==> config.mk <==
export PLATFORM = sky130hd
export DESIGN_NAME = tjvi_queue
export DESIGN_NICKNAME = d
export VERILOG_FILES = /design/src/hdl/tjvi_pkg.sv /design/src/hdl/tjvi_queue.sv
export SDC_FILE = /design/constraint.sdc
export NUM_CORES = 1
export LEC_CHECK = 0
export BUFFER_PORTS_ARGS = -buffer_cell sky130_fd_sc_hd__buf_2
export CAP_MARGIN = 30
export CORE_UTILIZATION = 33
export DETAILED_ROUTE_END_ITERATION = 7
export PLACE_DENSITY_LB_ADDON = 0.2
export SYNTH_ARGS = -nofsm -noshare
export SYNTH_HDL_FRONTEND = slang
export SYNTH_SLANG_ARGS = --single-unit
==> constraint.sdc <==
create_clock -name clock -period 3.5 [get_ports clock]
set_input_delay 0 -clock clock [delete_from_list [all_inputs] [get_ports clock]]
set_output_delay 0 -clock clock [all_outputs]
set_load 0.1 [all_outputs]
==> src/hdl/tjvi_pkg.sv <==
// Shared types and codes for the timed jerk velocity integrator.
// No dependencies.
package tjvi_pkg;

   localparam int AXES      = 3;
   localparam int VEL_W     = 32;
   localparam int TM2_W     = 33;
   localparam int CSR_IDX_W = 3;

   localparam logic OP_START = 1'b0;
   localparam logic OP_TICK  = 1'b1;

   localparam logic [1:0] KIND_START = 2'd0;
   localparam logic [1:0] KIND_IDLE  = 2'd1;
   localparam logic [1:0] KIND_END   = 2'd2;
   localparam logic [1:0] KIND_STEP  = 2'd3;

   localparam logic [CSR_IDX_W-1:0] CSR_BASE_X = 3'd0;
   localparam logic [CSR_IDX_W-1:0] CSR_BASE_Y = 3'd1;
   localparam logic [CSR_IDX_W-1:0] CSR_BASE_Z = 3'd2;
   localparam logic [CSR_IDX_W-1:0] CSR_JERK_X = 3'd3;
   localparam logic [CSR_IDX_W-1:0] CSR_JERK_Y = 3'd4;
   localparam logic [CSR_IDX_W-1:0] CSR_JERK_Z = 3'd5;
   localparam logic [CSR_IDX_W-1:0] CSR_WINDOW = 3'd6;

   localparam logic [VEL_W-1:0] VEL_MAX = 32'h7FFF_FFFF;
   localparam logic [VEL_W-1:0] VEL_MIN = 32'h8000_0000;

   typedef struct packed {
      logic [AXES-1:0][31:0] base_accel;
      logic [AXES-1:0][31:0] jerk;
      logic [31:0]           window_length;
   } cfg_type;

   typedef struct packed {
      logic full;
      logic empty;
   } q_status_type;

endpackage

==> src/hdl/tjvi_queue.sv <==
// Two-entry command queue between front end and integration back end.
// Depends on tjvi_pkg.
module tjvi_queue #(
   parameter int WIDTH = 8
) (
   input  logic                   clock,
   input  logic                   reset,
   input  logic                   push,
   input  logic [WIDTH-1:0]       wr_data,
   input  logic                   pop,
   output logic [WIDTH-1:0]       rd_data,
   output tjvi_pkg::q_status_type status
);
   import tjvi_pkg::*;

   logic [WIDTH-1:0] entry_ff [2];
   logic             wr_ptr_ff, wr_ptr_in;
   logic             rd_ptr_ff, rd_ptr_in;
   logic [1:0]       count_ff, count_in;
   logic             do_push, do_pop;

   always_comb begin
      status.full  = (count_ff == 2'd2);
      status.empty = (count_ff == 2'd0);
      do_push      = push && !status.full;
      do_pop       = pop && !status.empty;
      wr_ptr_in    = do_push ? !wr_ptr_ff : wr_ptr_ff;
      rd_ptr_in    = do_pop ? !rd_ptr_ff : rd_ptr_ff;
      count_in     = count_ff + 2'(do_push) - 2'(do_pop);
      rd_data      = entry_ff[rd_ptr_ff];
   end

   always_ff @(posedge clock) begin
      if (reset) begin
         wr_ptr_ff <= 1'b0;
         rd_ptr_ff <= 1'b0;
         count_ff  <= '0;
      end else begin
         wr_ptr_ff <= wr_ptr_in;
         rd_ptr_ff <= rd_ptr_in;
         count_ff  <= count_in;
      end
   end

   always_ff @(posedge clock) begin
      if (do_push) begin
         entry_ff[wr_ptr_ff] <= wr_data;
      end
   end

endmodule

# Yosys cells after proc, flatten, opt, wreduce, memory -nomap -nowiden
# Memories as Yosys holds them, arrays and structs flattened. A register that Yosys moved wholly into a read port is not among the register bits.
# Cells that the tools add are included.
# totals
ram_bits,16
memories,1
word_cells,18
input_bits,12
reg_bits,4
out_inout_bits,10
# memory_table
name,depth,width,rd,rd_ports_with_merged_regs,write_ports,line_no,text
entry_ff,2,8,1,1,1,tjvi_queue.sv:16,logic [WIDTH-1:0] entry_ff [2];
# classes
muxes,4
eq_ne,1
n_addsub,2
n_reduce_logical,7
# ops
op,count
1-bit zero test,4
1-bit two-way mux,4
2-bit by 1-bit adder with 2-bit output,1
"2-bit equality test, second input constant",1
1-bit logical AND,2
2-bit zero test,1
2-bit by 1-bit subtractor with 2-bit output,1

# Depth between registers and ports, before layout
# logic_depth
word_depth,5
depth_mapped,8
mapped_depth_nobuf,8

# Worst setup path before layout
# OpenSTA, ideal clock, no wires.
# synth_path
path_kind,register to output
from,register count_ff[1]
to,output status[0] in the netlist's numbering
path_stages_with_launch,2
t_required_ns,3.500
t_arrival_ns,1.599
n_path_buf,0
slack_ns,1.901
cell_sequence,dfxtp_1 -> nor2_1
# synth_rtl
item,line_no,text
from (decl),tjvi_queue.sv:19,"logic [1:0] count_ff, count_in;"
from (signal assigned),tjvi_queue.sv:41,count_ff <= count_in;
to (decl),tjvi_queue.sv:12,output tjvi_pkg::q_status_type status

# Worst setup path in the final report
# layout_path
from,register count_ff[0]
to,register count_ff[1]
# layout_between
elab_chain_len,5
elab_cells_between_ends,8
classes_between,2 x add/sub; 1 x eq/ne; 5 x reduce/logical
# layout_rtl
item,line_no,text
2-bit equality test,tjvi_queue.sv:23,status.full = (count_ff == 2'd2);
1-bit zero test,tjvi_queue.sv:25,do_push = push && !status.full;
1-bit logical AND,tjvi_queue.sv:25,
2-bit by 1-bit adder with 2-bit output,tjvi_queue.sv:29,count_in = count_ff + 2'(do_push) - 2'(do_pop);
2-bit by 1-bit subtractor with 2-bit output *,tjvi_queue.sv:29,
# Every way passes the cells marked *; elsewhere a longest branch is shown, timed or not.
# A chain may end at the register's enable or synchronous reset.

==> metrics.yaml <==
sta:
  slew_headroom_pct: 67.8
  finalHoldViolations: 0
  setup_violations: 0
  finalSetupTns_ns: 0
  finalHoldWorstSlack_ns: 0.0869
  drv_slew: 0
  rsz0062_at_grt: "no"
  skew_ns: 0.00707
  fmax_ghz: 0.630
  period_needed_ns: 1.59
  fin_crit_sh_pct: 45.3
  tightest_slew_ns: 0.487
die:
  ios: 22
  dieArea_um2: 2660
  die_x_um: 51.6
  rows: 17
  initial_core_util_pct: 36.0
  core_um2: 2250
  die_h_um: 51.6
cts:
  post_cts_buffers: 0
  numCtsBuffers: 3
  cts_root_buf: "clkbuf_4"
  cts_resized: 0
  cts_buffer_depth: 2
  worstSkewPairLatency_ns: 0.29
  htree_levels: 1
  cts_tree: "yes"
  clkSinkCount: 21
  clkSlewWorstSetupHoldPaths_ns: 0.11
  hold_buffers: 9
global_route:
  grt_pass1_wl_um: 1840
  grt_max_degree: 13
  grt_use_total_pct: 10.4
  grt.overflow.total: 0
  antenna_found_initial: 0
  grt_pass1_vias: 415
synth:
  syn-mean-instance-area_um2: 15.6
  synth_top_area_share_pct: 59.3
  mappedNetlistArea_um2: 811
  synth_area_leaders: "edfxtp_1, dfxtp_1, mux2_1"
  synth_cell_types: 21
  yosysSeqAreaShare_pct: 71.6
  synth_cells: 52
  synth-seq-cells: 21
  synthesis.nets: 66
  yosysTopAreaCell: "edfxtp_1"
  synth_warnings: 0
worst_hold_path:
  hold_class: "in2reg"
finish:
  num_antenna_cells: 0
  drive_above_1_share_pct: 37.6
  fillers: 222
  final_common_cell: "buf_2"
  fin_nets: 100
  fin_util_pct: 47.2
  areaGrowthSynthToFinish_pct: 31.2
  final_cell_mix: "buf_2, edfxtp_1, dlygate4sd3_1"
worst_setup_path:
  cp_num_buf_inv: 1
  cpMaxStageDelayCell: "dfxtp_1"
  cp_slowest_stage_delay_ns: 0.38
  cp_top_family: "simple AND/OR/NAND/NOR gates"
  critPathMostFrequentCell: "ha_1"
  path_cells: "nand2b_2 -> nand2_1 -> ha_1 -> inv_1 -> ha_1 -> xor2_1 -> and2_1 -> nor3_1"
  crit_required_ns: 3.72
  worstPathMaxFanout: 4
  crit_type: "reg2reg"
  start_kind: "flip-flop"
  critical_path_arrival_ns: 1.80
  worstSetupEndpointType: "flip-flop"
  rrSetupSlack_ns: 1.91
route:
  vias: 491
  wl_um: 1150
  avgViaCountPerCell: 4.35
  dr.pass1.iters: 2
  first_iter_violations: 7
  ant_nets: 0
  drc: 0
  wl_per_cell_um: 10.2
placed_design:
  place_congestion: 0.646
  dp_hpwl_um: 823
  io_buffers: 21
status:
  status: "completed"
flow_run:
  cap_violations: 0
-- synth_stat cells (all sizes together) --
cell,n
nand2,1
nand2b,1
a21oi,1
xor2,1
buf,1
o21ai,1
dfxtp,5
ha,2
and2,1
xnor2,1
and3,1
o21a,1
nor3,1
edfxtp,16
nor2b,1
nor2,4
or3,1
inv,4
mux2,8
-- state kept, by name (all words and copies together) (netlist names), named ones only --
register	count
wr_ptr_ff	1
count_ff	2
entry_ff	16
rd_ptr_ff	1
-- final cells by class --
type	count	area (um2)	share of cell area [%]
inverter	4	15.0	1.41
multi-input combinational	26	210	19.8
sequential	21	581	54.6
clock buffer	3	22.5	2.12
clock inverter	1	5.00	0.471
tap	28	35.0	3.29
timing repair buffer	30	195	18.4
-- routing by layer --
layer,share of wire [%],up-vias,GRT usage [%]
met5,0,-,0
met4,1.4,0,8.11
met3,3.7,2,3.51
met2,47,9,14.9
met1,48,228,12.7
li1,-,252,-
-- final timing paths --
path | from | end | cells past startpoint
worst max-delay path | count_ff[0]$_SDFF_PP0_ | count_ff[1]$_SDFF_PP0_ | 8
worst min-delay path | push | wr_ptr_ff$_SDFFE_PP0P_ | 4
worst max register to register | count_ff[0]$_SDFF_PP0_ | count_ff[1]$_SDFF_PP0_ | 8
worst min register to register | wr_ptr_ff$_SDFFE_PP0P_ | wr_ptr_ff$_SDFFE_PP0P_ | 2
-- tightest hold or removal path: stages --
cell	delay, ns
buf_2	0.11
inv_1	0.05
or3_1	0.11
a21oi_1	0.06
-- metrics by stage --
stage | area [um2] | setup WS, ns | cells
floorplan | 811 | 1.90 | 52
global placement | 946 | 1.96 | 100
detailed placement | 946 | 1.93 | 100
CTS | 1060 | 1.89 | 113
global route | 1060 | 1.81 | 113
finish | 1060 | 1.91 | 113
-- cell families (layout without fill, tap and decap cells) --
family	count (synthesis)	in the layout	synth area share, %
DFF	21	21	71.6
and+or+nand+nor	11	11	7.25
xor gates and xnor gates	2	2	2.16
AOI/OAI and AO/OA	3	3	2.31
adders and majority gates	2	2	3.09
muxes	8	8	11.1
buffers and inverters	5	38	2.47
Power is not shown: default switching activity piles up to over one toggle a cycle in this logic, so the estimate is an artifact.
