--- config.mk ---
export PLATFORM = sky130hd
export DESIGN_NAME = tjvi_front_flat
export DESIGN_NICKNAME = d
export VERILOG_FILES = /design/src/hdl/tjvi_pkg.sv /design/src/hdl/tjvi_if.sv /design/src/hdl/tjvi_front.sv /design/src/flat_wrapper.sv
export SDC_FILE = /design/constraint.sdc
export NUM_CORES = 1
export LEC_CHECK = 0
export BUFFER_PORTS_ARGS = -buffer_cell sky130_fd_sc_hd__buf_2
export CORE_MARGIN = 4
export CORE_UTILIZATION = 35
export CTS_CLUSTER_SIZE = 30
export DETAILED_ROUTE_END_ITERATION = 12
export PLACE_DENSITY_LB_ADDON = 0.25
export SLEW_MARGIN = 20
export SYNTH_ARGS = -nofsm -noshare
export SYNTH_HDL_FRONTEND = slang
export SYNTH_SLANG_ARGS = --single-unit
--- constraint.sdc ---
create_clock -name clock -period 4.6 [get_ports clock]
set_input_delay 0.23 -clock clock [delete_from_list [all_inputs] [get_ports clock]]
set_output_delay 0.23 -clock clock [all_outputs]
set_load 0.01 [all_outputs]
--- src/hdl/tjvi_pkg.sv ---
// Shared types and codes for the timed jerk velocity integrator.
// No dependencies.
package tjvi_pkg;

   localparam int AXES      = 3;
   localparam int VEL_W     = 32;
   localparam int TM2_W     = 33;
   localparam int CSR_IDX_W = 3;

   localparam logic OP_START = 1'b0;
   localparam logic OP_TICK  = 1'b1;

   localparam logic [1:0] KIND_START = 2'd0;
   localparam logic [1:0] KIND_IDLE  = 2'd1;
   localparam logic [1:0] KIND_END   = 2'd2;
   localparam logic [1:0] KIND_STEP  = 2'd3;

   localparam logic [CSR_IDX_W-1:0] CSR_BASE_X = 3'd0;
   localparam logic [CSR_IDX_W-1:0] CSR_BASE_Y = 3'd1;
   localparam logic [CSR_IDX_W-1:0] CSR_BASE_Z = 3'd2;
   localparam logic [CSR_IDX_W-1:0] CSR_JERK_X = 3'd3;
   localparam logic [CSR_IDX_W-1:0] CSR_JERK_Y = 3'd4;
   localparam logic [CSR_IDX_W-1:0] CSR_JERK_Z = 3'd5;
   localparam logic [CSR_IDX_W-1:0] CSR_WINDOW = 3'd6;

   localparam logic [VEL_W-1:0] VEL_MAX = 32'h7FFF_FFFF;
   localparam logic [VEL_W-1:0] VEL_MIN = 32'h8000_0000;

   typedef struct packed {
      logic [AXES-1:0][31:0] base_accel;
      logic [AXES-1:0][31:0] jerk;
      logic [31:0]           window_length;
   } cfg_type;

   typedef struct packed {
      logic full;
      logic empty;
   } q_status_type;

endpackage

--- src/hdl/tjvi_if.sv ---
// Request and response channel interfaces of the velocity integrator.
// No dependencies.
interface tjvi_req_if;
   logic               valid;
   logic               ready;
   logic               op;
   logic [15:0]        step_time;
   logic signed [31:0] init_vel_x;
   logic signed [31:0] init_vel_y;
   logic signed [31:0] init_vel_z;

   modport source (output valid, op, step_time, init_vel_x, init_vel_y, init_vel_z,
                   input ready);
   modport sink (input valid, op, step_time, init_vel_x, init_vel_y, init_vel_z,
                 output ready);
endinterface


--- src/hdl/tjvi_front.sv ---
// Front end: accepts request beats, tracks window time and classifies each item.
// Depends on tjvi_pkg and tjvi_req_if.
module tjvi_front #(
   parameter int FRAC_BITS = 16,
   localparam int CMD_W = 2 + FRAC_BITS + tjvi_pkg::TM2_W + tjvi_pkg::AXES * tjvi_pkg::VEL_W
) (
   input  logic                   clock,
   input  logic                   reset,
   tjvi_req_if.sink               req_bus,
   input  logic [31:0]            window_length,
   input  tjvi_pkg::q_status_type q_status,
   output logic                   q_push,
   output logic [CMD_W-1:0]       q_data
);
   import tjvi_pkg::*;

   typedef struct packed {
      logic [1:0]                kind;
      logic [FRAC_BITS-1:0]      step;
      logic [TM2_W-1:0]          tm2;
      logic [AXES-1:0][VEL_W-1:0] init_vel;
   } cmd_type;

   cmd_type               cmd;
   logic [FRAC_BITS+15:0] wide;
   logic [FRAC_BITS-1:0]  step;
   logic [TM2_W-1:0]      sum;
   logic [TM2_W-1:0]      tm2;
   logic                  running_ff, running_in;
   logic [31:0]           elapsed_ff, elapsed_in;

   always_comb begin
      wide = (FRAC_BITS + 16)'(req_bus.step_time) << FRAC_BITS;
      step = wide[FRAC_BITS+15:16];
      sum  = {1'b0, elapsed_ff} + TM2_W'(step);
      tm2  = {elapsed_ff, 1'b0} + TM2_W'(step);

      cmd.step        = step;
      cmd.tm2         = tm2;
      cmd.init_vel[0] = req_bus.init_vel_x;
      cmd.init_vel[1] = req_bus.init_vel_y;
      cmd.init_vel[2] = req_bus.init_vel_z;
      running_in      = running_ff;
      elapsed_in      = elapsed_ff;

      if (req_bus.op == OP_START) begin
         cmd.kind   = KIND_START;
         running_in = 1'b1;
         elapsed_in = '0;
      end else if (!running_ff) begin
         cmd.kind = KIND_IDLE;
      end else if (sum > {1'b0, window_length}) begin
         cmd.kind   = KIND_END;
         running_in = 1'b0;
         elapsed_in = '0;
      end else begin
         cmd.kind   = KIND_STEP;
         elapsed_in = sum[31:0];
      end

      q_push = req_bus.valid && !q_status.full;
      q_data = cmd;
   end

   assign req_bus.ready = !q_status.full;

   always_ff @(posedge clock) begin
      if (reset) begin
         running_ff <= 1'b0;
         elapsed_ff <= '0;
      end else if (q_push) begin
         running_ff <= running_in;
         elapsed_ff <= elapsed_in;
      end
   end

endmodule

--- src/flat_wrapper.sv ---
// flat-port wrapper written by rule: the top's interface ports become plain ports
module tjvi_front_flat import tjvi_pkg::*;
#(
   parameter int FRAC_BITS = 16,
   localparam int CMD_W = 2 + FRAC_BITS + tjvi_pkg::TM2_W + tjvi_pkg::AXES * tjvi_pkg::VEL_W
)
  (clock, reset, window_length, q_status, q_push, q_data, req_bus_valid, req_bus_op, req_bus_step_time, req_bus_init_vel_x, req_bus_init_vel_y, req_bus_init_vel_z, req_bus_ready);
  tjvi_req_if req_bus_i ();
  input  logic clock;
  input  logic reset;
  input  logic [31:0] window_length;
  input  tjvi_pkg::q_status_type q_status;
  output logic q_push;
  output logic [CMD_W-1:0] q_data;
  input wire logic [$bits(req_bus_i.valid)-1:0] req_bus_valid;
  input wire logic [$bits(req_bus_i.op)-1:0] req_bus_op;
  input wire logic [$bits(req_bus_i.step_time)-1:0] req_bus_step_time;
  input wire logic [$bits(req_bus_i.init_vel_x)-1:0] req_bus_init_vel_x;
  input wire logic [$bits(req_bus_i.init_vel_y)-1:0] req_bus_init_vel_y;
  input wire logic [$bits(req_bus_i.init_vel_z)-1:0] req_bus_init_vel_z;
  output wire logic [$bits(req_bus_i.ready)-1:0] req_bus_ready;
  assign req_bus_i.valid = req_bus_valid;
  assign req_bus_i.op = req_bus_op;
  assign req_bus_i.step_time = req_bus_step_time;
  assign req_bus_i.init_vel_x = req_bus_init_vel_x;
  assign req_bus_i.init_vel_y = req_bus_init_vel_y;
  assign req_bus_i.init_vel_z = req_bus_init_vel_z;
  assign req_bus_ready = req_bus_i.ready;
  tjvi_front #(.FRAC_BITS(FRAC_BITS)) u_core (.clock(clock), .reset(reset), .req_bus(req_bus_i), .window_length(window_length), .q_status(q_status), .q_push(q_push), .q_data(q_data));
endmodule
# [After elaboration in Yosys (flattened, before gate mapping)]
# Index checks and enable logic that the tools add are counted.
[op_classes] eq_ne=1 n_reduce_logical=3 n_mux=9 addsub=2 magnitude_cmp=1
[op_table] operator="$mux 32" count=3
[op_table] operator="$add 32x16->33" count=1
[op_table] operator="$add 33x16->33" count=1
[op_table] operator="$gt 33x32->1" count=1
[op_table] operator="$mux 1" count=4
[op_table] operator="$mux 2" count=2
[op_table] operator="$ne 2x1->1 const B" count=1
[op_table] operator="$reduce_and 2->1" count=1
[op_table] operator="$logic_and 1x1->1" count=1
[op_table] operator="$logic_not 1->1" count=1
[word_totals] regBits=33 inputBits=150 word_cells=18

# [Depth between registers and ports, before layout]
# Gate-level depths: netlist of the first run.
[depth] word_depth=5 mapped_depth=20 depth_no_buf=18

# [Worst setup path before layout of the first run]
# No wires, ideal clock.
[synth_path] kind="reg2reg" startpoint="register u_core.elapsed_ff[0]" endpoint="register u_core.elapsed_ff[19]" t_required_ns=4.526 stages_incl_launch_ff=21 synth_period_minus_slack_ns=4.093 path_slack_ns=0.507 setup_time_ns=0.074 arrival_time_ns=4.019 cell_sequence="dfxtp_1 -> ha_1 -> inv_1 -> fa_1 -> nand2b_1 -> a21oi_1 -> o21ai_0 -> o21ai_1 -> buf_2 -> nand2_1 -> xnor2_1 -> ha_1 -> a21oi_1 -> o21ai_0 -> a2111oi_0 -> nand3_1 -> o21a_1 -> or3_1 -> buf_2 -> or3_1 -> o21ai_0"
[synth_via] elab_chain_cells=5
[synth_rtl] item="from (decl)" line="tjvi_front.sv:30" source="logic [31:0] elapsed_ff, elapsed_in;"
[synth_rtl] item="from (signal assigned)" line="tjvi_front.sv:73" source="elapsed_ff <= elapsed_in;"
[synth_rtl] item="$add 32x16->33 *" line="tjvi_front.sv:35" source="sum = {1'b0, elapsed_ff} + TM2_W'(step);"
[synth_rtl] item="$gt 33x32->1" line="tjvi_front.sv:52" source="end else if (sum > {1'b0, window_length}) begin"
[synth_rtl] item="$mux 32 *" line="tjvi_front.sv:52"
[synth_rtl] item="$mux 32 *" line="tjvi_front.sv:50" source="end else if (!running_ff) begin"
[synth_rtl] item="$mux 32 *" line="tjvi_front.sv:46" source="if (req_bus.op == OP_START) begin"
# Every way passes the cells marked *; elsewhere a longest branch is shown, timed or not. The select of a mux whose other input is x is not followed.
# A chain may end at the register's enable or synchronous reset.

# [Worst setup path in the final report of the first run]
[layout_path] startpoint="register u_core.elapsed_ff[1]" endpoint="output port q_data[145]"
[layout_via] elab_chain_cells=5
[layout_rtl] item="$add 32x16->33" line="tjvi_front.sv:35"
[layout_rtl] item="$gt 33x32->1" line="tjvi_front.sv:52"
[layout_rtl] item="$mux 1" line="tjvi_front.sv:52"
[layout_rtl] item="$mux 2" line="tjvi_front.sv:50"
[layout_rtl] item="$mux 2" line="tjvi_front.sv:46"
[layout_rtl] item="to (decl)" line="flat_wrapper.sv:14" source="output logic [CMD_W-1:0] q_data;"
# Every way passes these cells.

==> results of run 1 <==
power by group:
part / internal (mW) / leakage [nW] / switching (mW)
Combinational: 0.0917 / 2.38 / 0.114
Clock: 0.199 / 0.0706 / 0.128
Sequential: 0.287 / 0.266 / 0.00123
cells by family after synthesis:
family          Yosys count  synth area share, %
compound gates          146                 19.0
xor+xnor                 58                 10.1
fa+ha+maj                65                 16.5
simple gates            177                 17.9
mux                       1                0.199
flops                    33                 13.2
buf+inv                 185                 23.0
layout make-up:
| cell class | instances | area [um2] |
|---|---|---|
| clock buffer | 6 | 129 |
| clock inverter | 2 | 10.0 |
| fill | 1494 | 8530 |
| inverter | 52 | 195 |
| multi-input combinational | 447 | 3330 |
| sequential | 33 | 662 |
| tap | 180 | 225 |
| timing repair buffer | 155 | 908 |
metrics by stage:
stage | power (mW) | instances | setup slack (ns)
after CTS | 0.830 | 867 | 0.00867
after global placement | 0.489 | 859 | -0.114
after floorplan | 0.506 | 665 | 0.507
after detailed placement | 0.493 | 859 | -0.170
after global routing | 0.874 | 875 | 0.0129
final | 0.821 | 875 | 0.251
cells in the final DEF, fill, tap and decap left out, types with 6 or more instances in the layout:
cell type,instances
buf_2,105
ha_1,60
inv_1,52
buf_4,49
nor2_1,46
xnor2_1,44
nand2_1,44
a21oi_1,41
dfxtp_1,32
o21ai_0,25
a22oi_1,15
xor2_1,12
nand3_1,12
a21o_1,11
nand4_1,11
or3_1,9
nor3_1,8
and3_1,8
nor2b_1,7
a211oi_1,7
nand2b_1,6
and2_1,6
worst max-delay path: cells and delay by family (launching register included):
kind	cells	cell delay (ns)
and+or+nand+nor	5	0.63
xor gates and xnor gates	1	0.10
buffers and inverters	5	0.73
AOI/OAI and AO/OA	8	1.40
adders and majority gates	2	0.64
DFF	1	0.31
registers in the layout, indices dropped and copies added, names as in the netlist:
signal and cells:
u_core.elapsed_ff 32, u_core.running_ff 1
worst paths after layout:
path                                            start               endpoint  slack, ns  cells past startpoint
worst max-delay path             u_core.elapsed_ff[1]            q_data[145]       0.25                     21
worst min-delay path                       req_bus_op      u_core.running_ff       0.26                      4
worst max register to register   u_core.elapsed_ff[1]  u_core.elapsed_ff[23]       0.33                     20
worst min register to register  u_core.elapsed_ff[31]  u_core.elapsed_ff[31]       0.52                      2
per-layer routing:
layer,vias up,global-route usage [%]
li1,2246,-
met1,1947,20.4
met2,139,25.3
met3,57,2.17
met4,0,6.55
met5,-,0
timing repair:
action,4_1_cts,5_1_grt
gates resized for setup,12,23
hold buffers,0,0
endpoints found under the setup margin,10,32
pin swaps,1,13
buffers inserted,0,8
==> results.py, run 1 <==
metrics = {
    "flow_run": {
        "max-cap-violations": 0,
    },
    "yosys": {
        "synth_seq_cells": 33,
        "syn-num-nets": 880,
        "synth.most_common_cell": "buf_4",
        "synthTopCellsByCount": "buf_4 (114), ha_1 (63), inv_1 (52)",
        "synth-seq-area-share_pct": 13.2,
        "yosys-top-cells-area": "buf_4 (17%), ha_1 (16%), dfxtp_1 (13%), xnor2_1 (8.0%), a21oi_1 (4.4%)",
        "synth_top_area_share_pct": 17.1,
        "synth_cell_types": 55,
        "synth-main-ff-cell": "dfxtp_1",
        "mappedNetlistArea_mm2": 0.00502,
        "syn_inst": 665,
        "avgSynthCellArea_um2": 7.55,
        "synth_top_area_cell": "buf_4",
        "synth-edff-count": 0,
        "async_reset_ff_share_pct": 0,
        "yosys_warnings": 0,
    },
    "clock_tree": {
        "cts.sinks": 33,
        "insertion_delay_ns": 0.28,
        "clockBufferDepth": 2,
        "path_clk_slew_ns": 0.06,
        "numCtsBuffers": 5,
        "clockRootBuffer": "clkbuf_16",
        "cts_max_level": 2,
        "cts_tree": "built",
    },
    "final_layout": {
        "syn_to_final_growth_pct": 8.78,
        "design_area_mm2": 0.00546,
        "layout-drive-gt1-share_pct": 28.2,
        "fin_nets": 909,
        "num_antenna_cells": 0,
        "finish.utilization_pct": 39.0,
    },
    "sta": {
        "setup_violations": 0,
        "fin_worst_skew_ns": 0.00370,
        "relSlewSlack_pct": 51.3,
        "totalNegativeSetupSlack_ns": 0,
        "rsz0062_at_grt": "false",
        "timing.fmax_ghz": 0.230,
        "period_minus_slack_ns": 4.35,
        "fin_hold_ws_ns": 0.258,
        "drv_slew": 0,
        "worst_pin_slew_ns": 0.727,
        "hold_violations": 0,
        "finalCritPeriodShare_pct": 94.6,
    },
    "setup_path": {
        "worstSetupEndpointType": "output pin",
        "cpMostUsedCell": "buf_4",
        "path_class": "reg2out",
        "crit_path_top_delay_cell": "ha_2",
        "critPathMaxFanout": 4,
        "cp.arrival_ns": 4.12,
        "required_ns": 4.37,
        "critPathLaunchType": "flop",
        "max_stage_delay_ns": 0.34,
        "path_cells": "ha_1, a211oi_2, o21ai_2, a41o_1, a211oi_2, buf_4, nor2_4, buf_4, buf_4, nand2_1, xnor2_1, ha_2, nand4_1, nor2_4, and4_1, a31oi_1, o21a_1, buf_4, a21o_1, a21oi_2, buf_2",
    },
    "floorplan": {
        "core.rowCount": 43,
        "die_w_um": 128,
        "start_util_pct": 35.9,
        "coreArea_mm2": 0.0140,
        "die_area_mm2": 0.0163,
        "chipHeight_um": 128,
        "io_pins": 299,
    },
    "global_route": {
        "grt-ovfl-total": 0,
        "grt_max_degree": 21,
        "antenna_found_initial": 0,
        "first_global_vias": 4422,
        "track_usage_pct": 15.5,
        "grt_pass1_wl_um": 21100,
    },
    "drt": {
        "num_vias": 4389,
        "routed.top_layer": "met4",
        "dr_wl_met2_um": 6000,
        "drc": 0,
        "via_per_inst": 5.02,
        "wl_met1_um": 5720,
        "drtIter0Drc": 241,
        "drt_wl_total_um": 13000,
        "wl_met3_um": 843,
        "antenna_left": 0,
        "firstDrtPassIters": 4,
        "wire_per_inst_um": 14.8,
    },
    "power": {
        "ir_worst_vdd_uv": 107,
        "p_leak_nw": 2.71,
        "p_per_area_mw_per_mm2": 150,
    },
    "placement": {
        "place_congestion": 0.849,
        "dp.final_hpwl_um": 10400,
        "port_buffers": 105,
        "dpl-instance-area_mm2": 0.00512,
    },
    "status": {
        "status": "finished, final reports clean",
    },
    "worst_hold_path": {
        "min_path_type": "in2reg",
    },
}
Note: power is estimated with default switching activity, not from simulation.
==> run 2, diff against run 1 <==
- CELL_PAD_IN_SITES_DETAIL_PLACEMENT: default -> 1
- CELL_PAD_IN_SITES_GLOBAL_PLACEMENT: default -> 2
- CORE_UTILIZATION: 35 -> 23
- RECOVER_POWER: default -> 100
==> results.py, run 2 (same netlist as run 1, synthesis figures left out) <==
metrics = {
    "global_route": {
        "antenna_found_initial": 0,
        "first_global_vias": 4946,
        "grt-ovfl-total": 0,
        "grt_max_degree": 21,
        "track_usage_pct": 12.7,
        "grt_pass1_wl_um": 25100,
    },
    "final_layout": {
        "fillers": 2629,
        "num_antenna_cells": 0,
        "design_area_mm2": 0.00563,
        "largest_register_ffs": 32,
        "final_cell_mix": "ha_1 (60), buf_2 (58), buf_4 (57)",
        "multi_input_area_mm2": 0.00332,
        "mostFrequentLayoutCell": "ha_1",
        "largestRegisters": "u_core.elapsed_ff (32), u_core.running_ff (1)",
        "seq_area_um2": 663,
        "fin_nets": 921,
        "top_register": "u_core.elapsed_ff",
        "layout-drive-gt1-share_pct": 23.1,
        "syn_to_final_growth_pct": 12.2,
    },
    "setup_path": {
        "path_class": "reg2out",
        "critPathLaunchType": "flop",
        "critPathLaunch": "u_core.elapsed_ff[3]",
        "worstSetupEndpointType": "output pin",
        "required_ns": 4.37,
        "critPathMaxFanout": 3,
        "r2r_start": "u_core.elapsed_ff[3]",
        "cp.arrival_ns": 4.14,
    },
    "drt": {
        "num_vias": 4510,
        "antenna_left": 0,
        "drtIter0Drc": 169,
        "drc": 0,
        "firstDrtPassIters": 4,
        "drt_wl_total_um": 15600,
        "via_per_inst": 4.59,
        "wire_per_inst_um": 15.9,
    },
    "sta": {
        "period_minus_slack_ns": 4.37,
        "fin_worst_skew_ns": 0.00660,
        "timing.fmax_ghz": 0.229,
        "setup_violations": 0,
        "totalNegativeSetupSlack_ns": 0,
        "finalCritPeriodShare_pct": 95.0,
        "worst_pin_slew_ns": 0.885,
        "drv_slew": 0,
        "hold_violations": 0,
        "relSlewSlack_pct": 40.3,
    },
    "placement": {
        "dp.final_hpwl_um": 12900,
        "port_buffers": 105,
        "place_congestion": 0.777,
        "dpl-instance-area_mm2": 0.00535,
    },
    "status": {
        "status": "finished, final reports clean",
    },
    "power": {
        "combPwrFrac_pct": 23.5,
        "p_seq_share_pct": 31.6,
        "p_per_area_mw_per_mm2": 162,
        "p_leak_nw": 2.61,
        "swShare_pct": 29.0,
        "clkPwrFrac_pct": 45.0,
        "internal_power_uw": 649,
        "p_sw_uw": 265,
        "ir_worst_vdd_uv": 87.8,
    },
    "clock_tree": {
        "cts_tree": "built",
        "path_clk_slew_ns": 0.06,
        "clockRootBuffer": "clkbuf_16",
        "insertion_delay_ns": 0.29,
        "cts.hold.buffers_added": 0,
        "numCtsBuffers": 5,
        "cts_max_level": 2,
        "clockBufferDepth": 2,
        "cts.sinks": 33,
    },
    "floorplan": {
        "die_area_mm2": 0.0242,
        "coreArea_mm2": 0.0212,
        "chipHeight_um": 156,
        "io_pins": 299,
        "start_util_pct": 23.6,
        "core.rowCount": 53,
        "die_w_um": 156,
    },
    "worst_hold_path": {
        "min_path_type": "in2reg",
        "hp-start": "req_bus_op",
    },
    "flow_run": {
        "max-cap-violations": 0,
    },
}
-- run 2: changes by cell type in the layout (fill, tap and decap cells not counted), sizes merged --
cell and delta:
clkbuf +51, clkinv -2, bufinv +1, buf -38
-- run 2: per-layer routing --
layer,GRT usage [%],up-vias,part of all wire [%]
met5,0,-,0
met4,5.29,0,2.5
met1,16.0,2119,45
met2,21.9,82,48
li1,-,2247,-
met3,1.78,62,4.0
-- run 2: worst paths after layout --
kind,end,slack [ns],cells past startpoint
max,q_data[145],0.23,20
min,u_core.running_ff,0.25,4
max reg2reg,u_core.elapsed_ff[24],0.33,19
min reg2reg,u_core.elapsed_ff[31],0.54,2
-- run 2: cell type report --
| cell class | instances | area share [%] |
|---|---|---|
| Clock inverter | 1 | 0.533 |
| Timing Repair Buffer | 167 | 16.6 |
| Sequential cell | 33 | 11.8 |
| Multi-Input combinational cell | 447 | 59.0 |
| Clock buffer | 7 | 2.53 |
| Inverter | 52 | 3.47 |
| Tap cell | 275 | 6.11 |
-- run 2: power groups by stage --
stage / clock network (mW) / logic (mW) / registers [mW]
5_1_grt: 0.439 / 0.243 / 0.288
2_1_floorplan: 0 / 0.211 / 0.294
3_5_place_dp: 0 / 0.210 / 0.295
3_3_place_gp: 0 / 0.203 / 0.295
6_report: 0.411 / 0.214 / 0.288
4_1_cts: 0.429 / 0.217 / 0.288
-- run 2: stage by stage --
stage / std cells / power (mW) / setup WS, ns / hold slack, ns / utilization, %
floorplan: 665 / 0.506 / 0.507 / 0.417 / -
detailed placement: 966 / 0.505 / -0.257 / 0.460 / 25.2
global route: 982 / 0.970 / -0.0109 / 0.251 / 26.5
global placement: 966 / 0.498 / -0.125 / 0.460 / 25.2
finish: 982 / 0.914 / 0.232 / 0.245 / 26.5
CTS: 976 / 0.934 / 0.00593 / 0.216 / 26.4
-- run 2: timing repair --
action                                  in CTS  in global routing
setup buffers                                2                  6
pin swaps                                    6                 14
gates resized for setup                     23                 17
endpoints found under the setup margin      30                 22
-- run 2: worst max-delay path: stages, from the launching register on --
cell and delay [ns]:
dfxtp_1 0.31, ha_1 0.29, buf_4 0.15, o211ai_1 0.25, a21oi_4 0.07, o21ai_2 0.17, buf_4 0.14, nand2_1 0.09
buf_4 0.15, a311oi_1 0.29, xnor2_1 0.20, ha_1 0.30, a21oi_1 0.14, nor2_1 0.06, a2111oi_2 0.29, nand3_1 0.13
o21a_1 0.20, buf_4 0.14, a21o_1 0.19, a21oi_2 0.14, buf_2 0.14
